`config.mk`:
```
export PLATFORM = sky130hd
export DESIGN_NAME = mac_learning_forward_table
export DESIGN_NICKNAME = d
export VERILOG_FILES = /design/src/design/mlft_pkg.sv /design/src/design/mac_learning_forward_table.sv /design/src/design/mlft_ram.sv /design/src/design/mlft_front.sv /design/src/design/mlft_queue.sv /design/src/design/mlft_back.sv
export SDC_FILE = /design/constraint.sdc
export NUM_CORES = 2
export LEC_CHECK = 0
export BUFFER_PORTS_ARGS = -buffer_cell sky130_fd_sc_hd__clkbuf_2
export CORE_MARGIN = 5
export CORE_UTILIZATION = 40
export CTS_CLUSTER_DIAMETER = 200
export DETAILED_ROUTE_END_ITERATION = 10
export SYNTH_ARGS = -nofsm -noshare
export SYNTH_HDL_FRONTEND = slang
export SYNTH_SLANG_ARGS = --single-unit
```
`constraint.sdc`:
```
create_clock -name clk -period 7.8 [get_ports clk]
set_clock_uncertainty 0.05 [all_clocks]
set_input_delay 0.78 -clock clk [delete_from_list [all_inputs] [get_ports clk]]
set_output_delay 0.78 -clock clk [all_outputs]
set_load 0.01 [all_outputs]
```
`src/design/mlft_pkg.sv`:
```
// Shared sizes, types and request/result structs of the MAC learning table.
// Used by every module of the block but mlft_ram; depends on nothing.
package mlft_pkg;

	localparam int TABLE_ENTRIES = 64;
	localparam int NUM_PORTS     = 16;

	localparam int MAC_W   = 48;
	localparam int PORT_W  = 4;
	localparam int ENTRY_W = MAC_W + PORT_W;
	localparam int IDX_W   = $clog2(TABLE_ENTRIES);
	localparam int CNT_W   = $clog2(TABLE_ENTRIES + 1);

	localparam int IN_TDATA_W = ((2 * MAC_W + PORT_W + 7) / 8) * 8;

	localparam int Q_DEPTH = 2;

	typedef struct packed {
		logic [MAC_W-1:0]  src_mac;
		logic [MAC_W-1:0]  dst_mac;
		logic [PORT_W-1:0] in_port;
		logic              learn_en;
	} req_t;

	// The last field, dst_known, sits in the lowest bit.
	typedef struct packed {
		logic              learn_dropped;
		logic              port_moved;
		logic              learned_new;
		logic [PORT_W-1:0] out_port;
		logic              dst_known;
	} res_t;

	localparam int OUT_TDATA_W = $bits(res_t);

endpackage

```
`src/design/mac_learning_forward_table.sv`:
```
// Top level of the Ethernet MAC learning and forwarding table.
// Depends on mlft_pkg, mlft_front, mlft_queue and mlft_back.
//
// Usage: each slave-side beat carries one frame header (source MAC, destination
// MAC, ingress port). Each header yields exactly one master-side beat telling
// whether the destination is known and on which port, and what learning did
// with the source: appended, moved to a new port, or dropped because the table
// is full. The destination is looked up before the source is learned, so a
// destination equal to a brand new source floods. Headers from a port number at
// or above NUM_PORTS are looked up but never learned.
// Timing: the front end registers a header and hands it to a two-entry queue,
// so headers keep being taken while the engine works. The engine's work per
// header is set by the single read port of the table memory, which the engine
// walks one entry per cycle, comparing both addresses against each learned
// entry; while the table is empty no walk is run.
// Reset empties the table at once through the fill count; no clearing pass is
// run. A stalled result is held in the output register; the engine then waits
// before learning, and the queue fills until the slave side deasserts tready.
module mac_learning_forward_table
	import mlft_pkg::*;
(
	input  logic                   clk,
	input  logic                   arst_n,
	input  logic                   s_axis_tvalid,
	output logic                   s_axis_tready,
	// src_mac [47:0], dst_mac [95:48], in_port [99:96], zero fill above
	input  logic [IN_TDATA_W-1:0]  s_axis_tdata,
	output logic                   m_axis_tvalid,
	input  logic                   m_axis_tready,
	// dst_known [0], out_port [4:1], learned_new [5], port_moved [6],
	// learn_dropped [7]
	output logic [OUT_TDATA_W-1:0] m_axis_tdata
);

	logic front_valid;
	logic front_ready;
	req_t front_req;
	logic queue_valid;
	logic queue_ready;
	req_t queue_req;

	// Unpacks each header and flags whether its ingress port may be learned.
	mlft_front u_front (
		.clk          (clk),
		.arst_n       (arst_n),
		.s_axis_tvalid(s_axis_tvalid),
		.s_axis_tready(s_axis_tready),
		.s_axis_tdata (s_axis_tdata),
		.req_valid    (front_valid),
		.req_ready    (front_ready),
		.req_data     (front_req)
	);

	// Buffers pending headers so either side can stall without the other.
	mlft_queue u_queue (
		.clk       (clk),
		.arst_n    (arst_n),
		.push_valid(front_valid),
		.push_ready(front_ready),
		.push_data (front_req),
		.pop_valid (queue_valid),
		.pop_ready (queue_ready),
		.pop_data  (queue_req)
	);

	// Scans the table, learns the source and presents the result beat.
	mlft_back u_back (
		.clk          (clk),
		.arst_n       (arst_n),
		.req_valid    (queue_valid),
		.req_ready    (queue_ready),
		.req_data     (queue_req),
		.m_axis_tvalid(m_axis_tvalid),
		.m_axis_tready(m_axis_tready),
		.m_axis_tdata (m_axis_tdata)
	);

endmodule

```
`src/design/mlft_ram.sv`:
```
// Generic single-write, single-read RAM with a registered read port.
// Depends on nothing.
module mlft_ram #(
	parameter int WIDTH = 8,
	parameter int DEPTH = 16
) (
	input  logic                     clk,
	input  logic                     we,
	input  logic [$clog2(DEPTH)-1:0] waddr,
	input  logic [WIDTH-1:0]         wdata,
	input  logic [$clog2(DEPTH)-1:0] raddr,
	output logic [WIDTH-1:0]         rdata
);

	logic [WIDTH-1:0] mem_q [DEPTH];
	logic [WIDTH-1:0] rdata_q;

	always_ff @(posedge clk) begin
		if (we) begin
			mem_q[waddr] <= wdata;
		end
		rdata_q <= mem_q[raddr];
	end

	assign rdata = rdata_q;

endmodule

```
`src/design/mlft_front.sv`:
```
// Front end: takes header beats, unpacks and classifies them into requests.
// Depends on mlft_pkg.
module mlft_front
	import mlft_pkg::*;
(
	input  logic                  clk,
	input  logic                  arst_n,
	input  logic                  s_axis_tvalid,
	output logic                  s_axis_tready,
	input  logic [IN_TDATA_W-1:0] s_axis_tdata,
	output logic                  req_valid,
	input  logic                  req_ready,
	output req_t                  req_data
);

	req_t req_s1;
	logic valid_s1;
	req_t req_dec;

	// Only a real port may teach the table; other headers are looked up only.
	always_comb begin
		req_dec.src_mac  = s_axis_tdata[MAC_W-1:0];
		req_dec.dst_mac  = s_axis_tdata[2*MAC_W-1:MAC_W];
		req_dec.in_port  = s_axis_tdata[2*MAC_W+PORT_W-1:2*MAC_W];
		req_dec.learn_en = int'(req_dec.in_port) < NUM_PORTS;
	end

	assign s_axis_tready = !valid_s1 || req_ready;

	always_ff @(posedge clk or negedge arst_n) begin
		if (!arst_n) begin
			valid_s1 <= 1'b0;
		end else if (s_axis_tvalid && s_axis_tready) begin
			valid_s1 <= 1'b1;
			req_s1   <= req_dec;
		end else if (req_ready) begin
			valid_s1 <= 1'b0;
		end
	end

	assign req_valid = valid_s1;
	assign req_data  = req_s1;

endmodule

```
`src/design/mlft_queue.sv`:
```
// Short request queue that decouples the front end from the table engine.
// Depends on mlft_pkg.
module mlft_queue
	import mlft_pkg::*;
(
	input  logic clk,
	input  logic arst_n,
	input  logic push_valid,
	output logic push_ready,
	input  req_t push_data,
	output logic pop_valid,
	input  logic pop_ready,
	output req_t pop_data
);

	localparam int PTR_W  = (Q_DEPTH > 1) ? $clog2(Q_DEPTH) : 1;
	localparam int QCNT_W = $clog2(Q_DEPTH + 1);

	req_t              slot_q [Q_DEPTH];
	logic [PTR_W-1:0]  wr_ptr_q;
	logic [PTR_W-1:0]  rd_ptr_q;
	logic [QCNT_W-1:0] fill_q;
	logic              do_push;
	logic              do_pop;

	assign push_ready = fill_q != QCNT_W'(Q_DEPTH);
	assign pop_valid  = fill_q != '0;
	assign pop_data   = slot_q[rd_ptr_q];
	assign do_push    = push_valid && push_ready;
	assign do_pop     = pop_valid && pop_ready;

	always_ff @(posedge clk) begin
		if (do_push) begin
			slot_q[wr_ptr_q] <= push_data;
		end
	end

	always_ff @(posedge clk or negedge arst_n) begin
		if (!arst_n) begin
			wr_ptr_q <= '0;
			rd_ptr_q <= '0;
			fill_q   <= '0;
		end else begin
			if (do_push) begin
				wr_ptr_q <= (wr_ptr_q == PTR_W'(Q_DEPTH - 1)) ? '0 : wr_ptr_q + PTR_W'(1);
			end
			if (do_pop) begin
				rd_ptr_q <= (rd_ptr_q == PTR_W'(Q_DEPTH - 1)) ? '0 : rd_ptr_q + PTR_W'(1);
			end
			if (do_push && !do_pop) begin
				fill_q <= fill_q + QCNT_W'(1);
			end else if (do_pop && !do_push) begin
				fill_q <= fill_q - QCNT_W'(1);
			end
		end
	end

endmodule

```
`src/design/mlft_back.sv`:
```
// Back end: walks the table memory for both addresses, then learns the source.
// Depends on mlft_pkg and mlft_ram; drives the result stream.
module mlft_back
	import mlft_pkg::*;
(
	input  logic                   clk,
	input  logic                   arst_n,
	input  logic                   req_valid,
	output logic                   req_ready,
	input  req_t                   req_data,
	output logic                   m_axis_tvalid,
	input  logic                   m_axis_tready,
	output logic [OUT_TDATA_W-1:0] m_axis_tdata
);

	typedef enum logic [1:0] {
		ST_IDLE,
		ST_SCAN,
		ST_DRAIN,
		ST_FINISH
	} state_t;

	state_t             state_q;
	req_t               req_q;
	logic [CNT_W-1:0]   count_q;
	logic [IDX_W-1:0]   idx_q;
	logic               pend_q;
	logic [IDX_W-1:0]   pend_idx_q;
	logic               dst_hit_q;
	logic [PORT_W-1:0]  dst_port_q;
	logic               src_hit_q;
	logic [IDX_W-1:0]   src_idx_q;
	logic [PORT_W-1:0]  src_port_q;
	logic               out_valid_q;
	res_t               out_res_q;

	logic [ENTRY_W-1:0] rd_data;
	logic [MAC_W-1:0]   rd_mac;
	logic [PORT_W-1:0]  rd_port;
	logic               dst_match;
	logic               src_match;
	logic               last_issue;
	logic               out_free;
	logic               ram_we;
	logic [IDX_W-1:0]   ram_waddr;
	logic [ENTRY_W-1:0] ram_wdata;
	logic               count_inc;
	res_t               fin_res;

	mlft_ram #(
		.WIDTH(ENTRY_W),
		.DEPTH(TABLE_ENTRIES)
	) u_table (
		.clk  (clk),
		.we   (ram_we),
		.waddr(ram_waddr),
		.wdata(ram_wdata),
		.raddr(idx_q),
		.rdata(rd_data)
	);

	assign rd_mac     = rd_data[ENTRY_W-1:PORT_W];
	assign rd_port    = rd_data[PORT_W-1:0];
	// Stored addresses are unique, so at most one entry matches each key.
	assign dst_match  = pend_q && (rd_mac == req_q.dst_mac);
	assign src_match  = pend_q && (rd_mac == req_q.src_mac);
	assign last_issue = CNT_W'(idx_q) == (count_q - CNT_W'(1));
	assign out_free   = !out_valid_q || m_axis_tready;
	assign req_ready  = state_q == ST_IDLE;

	always_comb begin
		fin_res           = '0;
		fin_res.dst_known = dst_hit_q;
		fin_res.out_port  = dst_port_q;
		ram_waddr         = src_idx_q;
		ram_wdata         = {req_q.src_mac, req_q.in_port};
		count_inc         = 1'b0;
		priority if (!req_q.learn_en) begin
			fin_res.learned_new = 1'b0;
		end else if (src_hit_q) begin
			fin_res.port_moved = src_port_q != req_q.in_port;
		end else if (count_q < CNT_W'(TABLE_ENTRIES)) begin
			fin_res.learned_new = 1'b1;
			ram_waddr           = count_q[IDX_W-1:0];
			count_inc           = 1'b1;
		end else begin
			fin_res.learn_dropped = 1'b1;
		end
		ram_we = (state_q == ST_FINISH) && out_free
			&& (fin_res.learned_new || fin_res.port_moved);
	end

	always_ff @(posedge clk or negedge arst_n) begin
		if (!arst_n) begin
			state_q     <= ST_IDLE;
			count_q     <= '0;
			pend_q      <= 1'b0;
			out_valid_q <= 1'b0;
			idx_q       <= '0;
		end else begin
			if (dst_match) begin
				dst_hit_q  <= 1'b1;
				dst_port_q <= rd_port;
			end
			if (src_match) begin
				src_hit_q  <= 1'b1;
				src_idx_q  <= pend_idx_q;
				src_port_q <= rd_port;
			end
			if (out_valid_q && m_axis_tready) begin
				out_valid_q <= 1'b0;
			end
			unique case (state_q)
				ST_IDLE: begin
					if (req_valid) begin
						req_q      <= req_data;
						idx_q      <= '0;
						dst_hit_q  <= 1'b0;
						dst_port_q <= '0;
						src_hit_q  <= 1'b0;
						state_q    <= (count_q == '0) ? ST_FINISH : ST_SCAN;
					end
				end
				ST_SCAN: begin
					pend_q     <= 1'b1;
					pend_idx_q <= idx_q;
					idx_q      <= idx_q + IDX_W'(1);
					if (last_issue) begin
						state_q <= ST_DRAIN;
					end
				end
				ST_DRAIN: begin
					pend_q  <= 1'b0;
					state_q <= ST_FINISH;
				end
				ST_FINISH: begin
					if (out_free) begin
						out_valid_q <= 1'b1;
						out_res_q   <= fin_res;
						count_q     <= count_q + CNT_W'(count_inc);
						state_q     <= ST_IDLE;
					end
				end
				default: begin
					state_q <= ST_IDLE;
				end
			endcase
		end
	end

	assign m_axis_tvalid = out_valid_q;
	assign m_axis_tdata  = out_res_q;

endmodule

```
==> reports/metrics.cfg <==
[run_status]
status=finished, final reports clean

[routing]
wl_per_cell_um=32.0
drtPass1Iterations=5
antenna_left=0
totalWireLength_um=386000
vias_per_cell=5.74
vias=69300
first_iter_violations=8819
drc=0

[power]
power.density_nw_per_um2=344
cellLeakagePower_nw=52.0
power_mw=57.1
ir_drop_mv=0.304

[setup_path]
cp.depth=7
reg2regPathDepth=7
crit_path_cell_trace=buf_4 -> xor2_1 -> nor4_1 -> a2111oi_1 -> nand2_1 -> nor2_4 -> buf_4
slowest_delay_ns=1.15
critPathMostFrequentCell=buf_4
path_max_fanout=65
arrival_ns=5.75
cp.required_ns=8.28
critPathSlowestCell=nor2_4
critPathTopFamily=simple AND/OR/NAND/NOR gates
cp_num_buf_inv=2
worstSetupEndpointType=register
start_kind=register
path_class=reg -> reg

[place]
dp_hpwl_um=217000
io_buffers=113
gp_congestion=0.799
dp.cells=11200

[floorplanning]
rows=221
core_area_um2=362000
ioPinCount=118
dieArea_um2=375000
die_w_um=612
die_height_um=612
start_util=0.401

[finish]
multi_input_comb_area_um2=29300
nFillCells=29700
regArea_um2=114000
fin_cells=12100
syn_to_final_growth_pct=14.5
fin_nets=7059
drive_above_1_share=0.258

[flow_run]
cap_violations=0

[min_path]
hold_path_depth=3
worstHoldPathType=in -> reg

[sta]
hold_viol=0
min_period_ns=5.26
fmaxAchievable_ghz=0.190
rsz0062_at_grt=no
fin_tns_setup_ns=0
tightest_slew_ns=1.28
final.period_utilization=0.675
drv_slew=0
hold_ws_ns=0.193
setup_viol=0
max-slew-margin-rel=0.126

[synth]
ys_seq_elements=3832
yosysWarnings=0
netlist_instances=6425
synth_area_per_cell_um2=22.6
yosysUniqueCellTypes=67
async_flop_share=0.00574
synth_edf_count=3758
yosysSeqAreaShare=0.789
syn_area_um2=145000
synth_ff_type=edfxtp_1
synth_fp_nets=6544

[clock_tree]
numCtsBuffers=389
clk_latency_ns=0.98
htreeDepth=5
cts_root_buffer=clkbuf_16
numClockSinks=3832
clk_path_buf_depth=4
cts_tree=built
clkSlewWorstSetupHoldPaths_ns=0.06
postCtsSetupBuffers=0

[global_routing]
grt_pass1_vias=70200
grt_pass1_wl_um=541000
grt-ovfl-total=0
track_usage=0.203
grt_max_degree=130
antenna_found_initial=11

[repair_timing]
| action | in CTS | in global routing |
|---|---|---|
| hold buffers | 102 | 0 |
| gates resized for setup | 0 | 0 |
| hold endpoints to repair | 123 | 0 |
[layer usage]
metal / vias to the layer above / track usage / share of wire
met3: 595 / 0.0395 / 0.079
met4: 0 / 0.0718 / 0.040
li1: 28200 / - / -
met2: 2985 / 0.334 / 0.49
met1: 37500 / 0.272 / 0.39
met5: - / 0 / 0
[state kept, by name, summed over array words and instances (netlist names), 2 cells and up]
signal / cells
u_back.u_table.mem_q: 3328
u_back.src_port_q: 4
u_queue.fill_q: 2
u_back.pend_idx_q: 6
u_back.dst_port_q: 4
u_back.src_idx_q: 6
u_back.u_table.rdata: 52
u_back.req_q: 48
u_back.ram_wdata: 52
u_back.count_q: 7
u_back.state_q: 2
u_queue.slot_q: 200
u_front.req_data: 100
u_back.m_axis_tdata: 8
u_back.idx_q: 6
[path summary, 6_finish.rpt]
kind / startpoint / to / slack (ns)
worst max-delay path: u_back.ram_wdata[1]$_DFFE_PP_ / u_back.u_table.mem_q[19][0]$_DFFE_PP_ / 2.54
min in group asynchronous: arst_n / u_queue.rd_ptr_q$_DFFE_PN0P_ / 0.33
worst min register to register: u_front.req_data[78]$_DFFE_PP_ / u_queue.slot_q[1][77]$_DFFE_PP_ / 0.34
worst min-delay path: m_axis_tready / u_back.m_axis_tvalid$_DFF_PN0_ / 0.19
worst max register to register: u_back.ram_wdata[1]$_DFFE_PP_ / u_back.u_table.mem_q[19][0]$_DFFE_PP_ / 2.54
max in group asynchronous: arst_n / u_back.idx_q[2]$_DFFE_PN0P_ / 6.95
[kinds of logic (layout without fill, tap and decap cells)]
logic type | Yosys count | in the layout | synth area share
other | 0 | 9 | 0
AO/OA/AOI/OAI | 479 | 479 | 0.0239
XOR/XNOR | 115 | 115 | 0.00694
AND/OR/NAND/NOR | 378 | 378 | 0.0122
multiplexers | 1261 | 1261 | 0.154
buffers and inverters | 349 | 1192 | 0.0128
adder cells (fa/ha/maj) | 11 | 11 | 0.000949
flip-flops | 3832 | 3832 | 0.789
[through the flow]
stage          area [µm²]   util  worst slack, ns
3_3_place_gp       153000  0.421             2.58
4_1_cts            166000  0.459             2.50
2_1_floorplan      145000      -             1.70
3_5_place_dp       153000  0.421             2.54
5_1_grt            166000  0.459             2.36
6_report           166000  0.459             2.54
[layout make-up]
class / count / area share
sequential: 3832 / 0.689
multi-input combinational: 2244 / 0.177
clock buffer: 498 / 0.0622
tap: 4794 / 0.0361
timing repair buffer: 455 / 0.0221
clock inverter: 221 / 0.0136
inverter: 18 / 0.000407
antenna: 9 / 0.000136
[power by group]
group          switching (mW)  leakage (nW)  internal [mW]  total [mW]
Clock                    7.86          6.08           10.4        18.3
Sequential              0.926          34.6           24.7        25.7
Combinational            7.60          11.3           5.51        13.1
[cells in the mapped netlist, types with 53 or more instances]
master | count | area share
mux2_2 | 121 | 0.0094
nor2_1 | 154 | 0.0040
edfxtp_1 | 3758 | 0.78
nand2_1 | 79 | 0.0020
xor2_1 | 76 | 0.0046
buf_2 | 79 | 0.0027
o21ai_0 | 69 | 0.0024
clkbuf_1 | 137 | 0.0035
mux4_2 | 768 | 0.12
a221oi_1 | 57 | 0.0034
a21oi_1 | 59 | 0.0020
a22oi_1 | 53 | 0.0027
mux2i_1 | 371 | 0.026
[layout by cell type, fill, tap and decap left out, types with 14 or more instances in the layout]
master,instances
dfxtp_1,52
a221oi_1,57
clkinv_2,60
a22oi_1,53
nor4_1,24
mux2i_1,371
nand2_1,77
a21oi_1,59
buf_12,23
o22ai_1,49
buf_4,217
clkbuf_8,14
inv_1,16
clkbuf_2,113
mux4_2,768
clkinvlp_4,15
dfrtp_1,15
o221ai_1,20
nor2_4,67
mux2_2,121
xnor2_1,39
nand3_1,15
edfxtp_1,3758
o21ai_0,67
clkinv_1,88
nor2b_1,38
clkbuf_1,93
a211oi_1,38
o211ai_1,18
nor2_1,83
nand2b_1,21
a2111oi_0,37
bufinv_16,31
clkbuf_16,391
xor2_1,76
dlygate4sd3_1,102
[worst min-delay path, delay by kind of cell]
kind	cells	cell delay, ns
buffers and inverters	1	0.12
and+or+nand+nor	2	0.26
No activity file was read; power rests on OpenSTA's default activity.
